===== config.mk =====
export PLATFORM = sky130hd
export DESIGN_NAME = nrf_queue
export DESIGN_NICKNAME = d
export VERILOG_FILES = /design/src/rtl/nrf_pkg.sv /design/src/rtl/nrf_queue.sv
export SDC_FILE = /design/constraint.sdc
export NUM_CORES = 1
export LEC_CHECK = 0
export BUFFER_PORTS_ARGS = -buffer_cell sky130_fd_sc_hd__buf_2
export CAP_MARGIN = 20
export CORE_MARGIN = 3
export CORE_UTILIZATION = 30
export DETAILED_ROUTE_END_ITERATION = 8
export PLACE_DENSITY = 0.5
export SKIP_LAST_GASP = 1
export SLEW_MARGIN = 20
export SYNTH_ARGS = -nofsm -noshare
export SYNTH_HDL_FRONTEND = slang
export SYNTH_SLANG_ARGS = --single-unit

===== constraint.sdc =====
create_clock -name clk -period 4.8 [get_ports clk]
set_input_delay 0.96 -clock clk [delete_from_list [all_inputs] [get_ports clk]]
set_output_delay 0.96 -clock clk [all_outputs]
set_load 0.01 [all_outputs]

===== src/rtl/nrf_pkg.sv =====
package nrf_pkg;

    localparam int PIX_W   = 8;
    localparam int POS_W   = 11;
    localparam int CFG_W   = 12;
    localparam int WIN_N   = 9;
    localparam int NB_N    = 8;
    localparam int EMIT_N  = 4;

    typedef enum logic [1:0] {
        MODE_MIN    = 2'd0,
        MODE_MAX    = 2'd1,
        MODE_MID    = 2'd2,
        MODE_MEDIAN = 2'd3
    } mode_t;

    typedef enum logic [1:0] {
        CFG_MODE   = 2'd0,
        CFG_WIDTH  = 2'd1,
        CFG_HEIGHT = 2'd2,
        CFG_NONE   = 2'd3
    } cfg_index_t;

    // Window position flags of the input pixel that made a task
    typedef struct packed {
        logic i0;
        logic i1;
        logic ilast;
        logic j0;
        logic j1;
        logic jlast;
    } pos_flags_t;

    // One queued task: window snapshot plus up to four results to emit
    typedef struct packed {
        logic [WIN_N-1:0][PIX_W-1:0] win;
        logic [EMIT_N-1:0]           emit;
        logic [POS_W-1:0]            row;
        logic [POS_W-1:0]            col;
        pos_flags_t                  flags;
    } task_t;

endpackage


===== src/rtl/nrf_queue.sv =====
module nrf_queue
    import nrf_pkg::*;
#(
    parameter int DEPTH = 4
) (
    input  logic  clk,
    input  logic  rst_n,
    input  logic  push,
    input  task_t push_task,
    output logic  full,
    input  logic  pop,
    output logic  head_valid,
    output task_t head_task
);

    localparam int PW = $clog2(DEPTH);

    task_t            ent_reg [DEPTH];
    logic [PW-1:0]    wptr_reg, rptr_reg;
    logic [PW:0]      cnt_reg;

    assign full       = (cnt_reg == (PW+1)'(DEPTH));
    assign head_valid = (cnt_reg != '0);
    assign head_task  = ent_reg[rptr_reg];

    always_ff @(posedge clk)
    begin
        if (push)
        begin
            ent_reg[wptr_reg] <= push_task;
        end
    end

    always_ff @(posedge clk or negedge rst_n)
    begin
        if (!rst_n)
        begin
            wptr_reg <= '0;
            rptr_reg <= '0;
            cnt_reg  <= '0;
        end
        else
        begin
            if (push)
            begin
                wptr_reg <= (wptr_reg == PW'(DEPTH-1)) ? '0 : wptr_reg + PW'(1);
            end
            if (pop)
            begin
                rptr_reg <= (rptr_reg == PW'(DEPTH-1)) ? '0 : rptr_reg + PW'(1);
            end
            if (push && !pop)
            begin
                cnt_reg <= cnt_reg + (PW+1)'(1);
            end
            else if (pop && !push)
            begin
                cnt_reg <= cnt_reg - (PW+1)'(1);
            end
        end
    end

endmodule


# ---- Yosys cells after proc, flatten, opt, wreduce, memory -nomap -nowiden
# Memories as Yosys holds them, arrays and structs flattened.
# Index checks and enable logic that the tools add are counted.
dict set report totals {
  rom_bits 0
  regBits 7
  mem_bits_rw 416
  output_inout_bits 106
  input_bits 108
  word_cells 23
  mem_count 1
  latchBits 0
}
# name depth width rd rd_ports_with_merged_regs write_ports line_no
set mem_list {}
lappend mem_list {ent_reg 4 104 1 0 1 nrf_queue.sv:18} ;# task_t ent_reg [DEPTH];
dict set report op_classes {
  reduce_logical 6
  mux 6
  n_lt_le_gt_ge 0
  multipliers 0
  div_mod_pow 0
  addsub 4
  shift 0
  eq_ne 3
  bitwise 0
}
# cell n
set ops {}
lappend ops {{$mux 3} 2}
lappend ops {{$add 2x1->2 const B} 2}
lappend ops {{$eq 2x2->1 const B} 2}
lappend ops {{$mux 2} 2}
lappend ops {{$add 3x1->3 const B} 1}
lappend ops {{$eq 3x3->1 const B} 1}
lappend ops {{$reduce_bool 3->1} 1}
lappend ops {{$sub 3x1->3 const B} 1}
lappend ops {{$logic_and 1x1->1} 2}
lappend ops {{$logic_not 1->1} 2}
lappend ops {{$mux 1} 2}
lappend ops {{$reduce_bool 2->1} 1}

# ---- Depth between registers and ports, before layout
# Gate-level depths: netlist of the first run.
dict set report logic_depth {
  ltp_word 4
  depth_mapped 7
  ltp_nobuf 7
}

# ---- Worst setup path before layout of the first run
# Ideal clock, no wire load.
dict set report synth_timing {
  path_type {input to register}
  from {in push}
  to {mem ent_reg[2][0] (netlist bit) (enable)}
  setup_ns 0.474
  path_slack_ns 0.968
  required_ns 4.326
  path_buffers 0
  path_stages 1
  arrival_time_ns 3.358
  cell_sequence {and2_1}
}
dict set report synth_via {
  elab_chain_cells 2
}
# element line_no
set synth_rtl {}
lappend synth_rtl {{start, declared} nrf_queue.sv:8} ;# input logic push,
lappend synth_rtl {{$mux 1} nrf_queue.sv:28} ;# if (push)
lappend synth_rtl {{$mux 1 (implied by the code)} nrf_queue.sv:30} ;# ent_reg[wptr_reg] <= push_task;
lappend synth_rtl {{end, declared} nrf_queue.sv:18}
# Every way passes these cells.

==> results_dict.tcl, run 1 <==
set metrics [dict create \
    multi_input_area_um2 2575 \
    cts_setup_buffers 0 \
    clockBufferDepth 3 \
    fin_skew_ns 0.007318 \
    final_layout_size_suffix_gt1_frac 0.4574 \
    ys_seq_area_frac 0.8216 \
    ir_drop_mv 0.2784 \
    slew_violations 0 \
    rsz0062_at_grt "false" \
    highest_layer "met5" \
    firstDrtPassIters 4 \
    mostFrequentLayoutCells "edfxtp_1 (416), buf_2 (213), mux4_2 (104), clkbuf_16 (49), clkinv_1 (15)" \
    fmax_ghz 0.2765 \
    yosys.area.top_type "edfxtp_1" \
    start_kind "register" \
    finalSetupTns_ns 0 \
    crit_path_end_kind "output pin" \
    vias_per_cell 4.503 \
    status "finished clean" \
    cap_violations 0 \
    largest_reg_flops 416 \
    clk_pin_slew_worst_paths_ns 0.06 \
    synth-seq-cells 423 \
    area_growth_pct 21.91 \
    antenna_left 0 \
    hold_buffers 0 \
    place_hpwl_mm 17.96 \
    route.met3.wl_mm 2.078 \
    clock-sinks 423 \
    leakage_uw 0.006302 \
    clk_root_buffer_cell "clkbuf_16" \
    setup_violations 0 \
    fillCellCount 4649 \
    cts_buffers 46 \
    grt_first_pass_wirelength_mm 47.05 \
    die_h_um 232.7 \
    routabilityCongestion 0.6687 \
    io_pins 214 \
    fin_crit_sh 0.7536 \
    vias 6948 \
    die_w_um 232.7 \
    netlist.area_leader.share 0.8103 \
    grt.overflow.total 0 \
    drtIter0Drc 322 \
    fp-row-count 82 \
    yosysUniqueCellTypes 20 \
    clk_latency_ns 0.55 \
    start_util 0.3054 \
    synth_area_um2 15420 \
    final-hold-violation-count 0 \
    synthesis.nets 696 \
    timing.hold.ws_ns 0.2393 \
    pwr_density_cell_nw_per_um2 603.3 \
    drcViolationCount 0 \
    cts_tree "yes" \
    cp.arrival_ns 2.66 \
    cts.repair.resized 0 \
    wirelength_mm 30.72 \
    tightest_slew_ns 0.7609 \
    grt_usage 0.1144 \
    floorplan.die_area_um2 54150 \
    ys_warn_count 0 \
    cp.required_ns 3.84 \
    avgSynthCellArea_um2 26.54 \
    htree_levels 2 \
    hold_path_class "input port to asynchronous set/reset pin" \
    rrSetupSlack_ns 2.76 \
    grt_pass1_vias 7611 \
    finalNetCount 946 \
    core-area_um2 50480 \
    final_common_cell "edfxtp_1" \
    antenna_found_initial 4 \
    synthCells 581 \
    dr_wl_met2_mm 15.25 \
    port_buffers 213 \
    regArea_um2 12670 \
    cp_max_fo 36 \
    critPathKind "register to output pin" \
    grt_max_degree 107 \
    fin_crit_ns 3.617 \
    relSlewSlack 0.4927 \
    ys_top_cells_by_area "edfxtp_1 (81%), mux4_2 (15%), dfrtp_1 (1.1%)" \
    wl_met1_mm 12.67 \
    wl_per_cell_um 19.91 \
]
## critical path: stages, from the launching register on
cell     delay, ns
dfrtp_4       0.93
buf_4         0.43
mux4_2        0.56
buf_2         0.16
## worst paths after layout
path	start	to	cells after the start
worst max-delay path	rptr_reg[0]$_DFFE_PN0P_	head_task[73]	3
max in group asynchronous	rst_n	rptr_reg[1]$_DFFE_PN0P_	1
min in group clk	cnt_reg[2]$_DFFE_PN0P_	cnt_reg[2]$_DFFE_PN0P_	1
worst min-delay path	rst_n	cnt_reg[2]$_DFFE_PN0P_	1
worst max register to register	wptr_reg[0]$_DFFE_PN0P_	ent_reg[2][74]$_DFFE_PP_	4
worst min register to register	cnt_reg[2]$_DFFE_PN0P_	cnt_reg[2]$_DFFE_PN0P_	1
## layer usage
| layer | vias up | GRT usage |
|---|---|---|
| met1 | 3700 | 0.1424 |
| li1 | 3019 | - |
| met3 | 52 | 0.03612 |
| met4 | 2 | 0.04099 |
| met2 | 175 | 0.1883 |
| met5 | - | 0 |
## power by group
group / internal [uW] / leakage, uW / switching [uW]
Combinational: 1430 / 0.00171 / 1620
Sequential: 4740 / 0.00390 / 217
Clock: 1960 / 0.000690 / 1380
## cells in the mapped netlist
| cell | number |
|---|---|
| buf_8 | 4 |
| xnor2_1 | 1 |
| edfxtp_1 | 416 |
| mux2_2 | 3 |
| and2_1 | 4 |
| o21ai_0 | 2 |
| nand2_1 | 2 |
| buf_2 | 13 |
| buf_6 | 2 |
| mux4_2 | 104 |
| inv_1 | 4 |
| fa_1 | 1 |
| clkbuf_1 | 4 |
| or3_1 | 1 |
| xor2_1 | 2 |
| buf_4 | 1 |
| ha_1 | 6 |
| nor2_1 | 3 |
| dfrtp_1 | 7 |
| nor3b_1 | 1 |
## cells by family (layout without fill, tap and decap cells)
logic type,Yosys count,after routing,share of synthesized area
buffers and inverters,28,315,0.01201
AND/OR/NAND/NOR,11,11,0.003733
multiplexers,107,107,0.1541
other,0,3,0
flip-flops,423,423,0.8216
AO/OA/AOI/OAI,2,2,0.0006493
XOR/XNOR,3,3,0.001705
adder cells (fa/ha/maj),7,7,0.006168
## metrics by stage
| step | setup slack, ns | utilization | instance area, um2 | std cells | power, uW |
|---|---|---|---|---|---|
| after floorplan | 0.9676 | - | 15420 | 581 | 7014 |
| after global placement | 1.663 | 0.3438 | 17360 | 1455 | 8194 |
| after detailed placement | 1.652 | 0.3438 | 17360 | 1455 | 8213 |
| after CTS | 1.032 | 0.3722 | 18790 | 1540 | 11610 |
| after global routing | 0.9521 | 0.3722 | 18790 | 1541 | 11940 |
| final | 1.183 | 0.3723 | 18800 | 1543 | 11340 |
## layout make-up
cell class,count,share of cell area
Antenna cell,3,0.0003994
Clock buffer,61,0.06763
Clock inverter,24,0.008521
Inverter,4,0.0007988
Multi-Input combinational cell,130,0.1370
Sequential cell,423,0.6743
Tap cell,672,0.04473
Timing Repair Buffer,226,0.06657
Note: power is estimated with default switching activity, not from simulation.
==> inputs of run 2 (changes only) <==
Settings changed: PLACE_DENSITY 0.5 to 0.52.
Clock period 4.8 ns to 3.15 ns, I/O delays scaled along.
==> run 2 against run 1 <==
Effect of this change: total power rose by 51%; critical path depth rose by 1; highest routed layer unchanged; clock power rose by 43%; largest power group unchanged; via count fell by 1.3%; cell area rose by 0.24%; setup slack got worse by 0.93 ns; clock skew fell by 0.00093 ns; critical path type unchanged.
==> results_dict.tcl, run 2 (synthesized netlist as in run 1, its figures left out) <==
set metrics [dict create \
    io_pins 214 \
    hold_path_class "input port to register" \
    die_h_um 232.7 \
    clk_latency_ns 0.55 \
    path_cells "buf_12 > buf_4 > mux4_2 > buf_2" \
    tightest_slew_ns 0.5372 \
    area_growth_pct 22.20 \
    start_util 0.3054 \
    finalNetCount 952 \
    cp_max_fo 20 \
    fin_util 0.3732 \
    grt_max_degree 60 \
    fmax_ghz 0.3455 \
    crit_path_end_kind "output pin" \
    clock-sinks 423 \
    ir_drop_mv 0.5309 \
    finalSetupTns_ns 0 \
    leakage_uw 0.006325 \
    grt_first_pass_wirelength_mm 46.25 \
    floorplan.die_area_um2 54150 \
    start_kind "register" \
    clk_pin_slew_worst_paths_ns 0.06 \
    final-hold-violation-count 0 \
    fin_crit_sh 0.9189 \
    clk_root_buffer_cell "clkbuf_16" \
    setup_violations 0 \
    die_w_um 232.7 \
    grt_pass1_vias 7435 \
    hold_depth 1 \
    hold_start "push_task[22]" \
    firstDrtPassIters 4 \
    mostFrequentLayoutCells "edfxtp_1 (416), buf_2 (213), mux4_2 (104), clkbuf_16 (47), clkbuf_1 (16)" \
    cp.arrival_ns 2.26 \
    drtIter0Drc 356 \
    port_buffers 213 \
    fin_skew_ns 0.006389 \
    final_common_cell "edfxtp_1" \
    pwr_density_cell_nw_per_um2 907.0 \
    critPathKind "register to output pin" \
    final_layout_size_suffix_gt1_frac 0.4599 \
    cts.repair.resized 0 \
    rsz0062_at_grt "false" \
    antenna_found_initial 7 \
    reg2reg_from "wptr_reg[1]$_DFFE_PN0P_" \
    place_hpwl_mm 18.52 \
    grt.overflow.total 0 \
    htree_levels 2 \
    crit_path_max_incr_delay_ns 0.53 \
    cts_setup_buffers 0 \
    path_buf_inv 3 \
    vias 6860 \
    cts_tree "yes" \
    critical-path-top-delay-family "buffers and inverters" \
    relSlewSlack 0.6418 \
    antenna_left 0 \
    wl_per_cell_um 19.65 \
    cts_buffers 45 \
    core-area_um2 50480 \
    cp.required_ns 2.52 \
    grt_usage 0.1131 \
    largest_reg_flops 416 \
    fp-row-count 82 \
    worst-path-stages 4 \
    reg2reg_depth 4 \
    cap_violations 0 \
    routabilityCongestion 0.6599 \
    critPathLaunch "rptr_reg[0]$_DFFE_PN0P_" \
    drcViolationCount 0 \
    vias_per_cell 4.432 \
    cp_slowest_cell "dfrtp_4" \
    fin_crit_ns 2.894 \
    clockBufferDepth 3 \
    status "finished clean" \
    wirelength_mm 30.42 \
    slew_violations 0 \
]
[run 2: cell types whose count changed in the layout (fill, tap and decap cells not counted), moves of 3 or more]
cell / delta
buf_12: +7
clkinv_1: -5
clkbuf_1: +4
clkinv_2: +3
[run 2: layout make-up]
| class | count | area, um2 |
|---|---|---|
| Tap cell | 672 | 840.8 |
| Fill cell | 4661 | 31640 |
| Timing Repair Buffer | 233 | 1394 |
| Sequential cell | 423 | 12670 |
| Clock inverter | 18 | 81.33 |
| Clock buffer | 64 | 1250 |
| Inverter | 4 | 15.01 |
| Multi-Input combinational cell | 130 | 2575 |
| Antenna cell | 4 | 10.01 |
[run 2: per-stage QoR]
step | cell area (um2) | std cells | hold WS (ns) | worst slack, ns | total power, uW
detailed placement | 17490 | 1461 | 0.4745 | 0.7968 | 12630
floorplan | 15420 | 581 | 0.3344 | 0.7815 | 10630
CTS | 18830 | 1544 | 0.2313 | 0.1635 | 17520
finish | 18840 | 1548 | 0.2885 | 0.2555 | 17090
global placement | 17490 | 1461 | 0.4695 | 0.8120 | 12590
global route | 18830 | 1545 | 0.2465 | 0.1004 | 18040
[run 2: power breakdown]
group / switching, uW / internal (uW) / total (uW)
combinational: 2500 / 2290 / 4780
clock: 2030 / 2750 / 4780
sequential: 314 / 7210 / 7530
[run 2: worst reg2reg max path: stages (launching register included)]
cell,delay [ns]
dfrtp_1,0.40
inv_1,0.10
ha_1,0.14
and2_4,0.48
buf_4,0.33
[run 2: final timing paths]
kind                                                 end  slack (ns)
worst max register to register  ent_reg[1][84]$_DFFE_PP_        1.39
min in group asynchronous        rptr_reg[1]$_DFFE_PN0P_        0.45
worst min-delay path            ent_reg[1][22]$_DFFE_PP_        0.29
worst min register to register    cnt_reg[2]$_DFFE_PN0P_        0.49
max in group asynchronous        rptr_reg[0]$_DFFE_PN0P_        2.52
worst max-delay path                       head_task[64]        0.26
[run 2: metal layers]
metal,GRT usage,share of wire
met5,0,0.0017
met4,0.03368,0.019
met3,0.04212,0.073
met2,0.1802,0.48
met1,0.1448,0.42
[run 2: repair_timing]
item | CTS | global route
endpoints found under the hold margin | 7 | 0
setup endpoints to repair | 0 | 0
hold buffers | 1 | 0
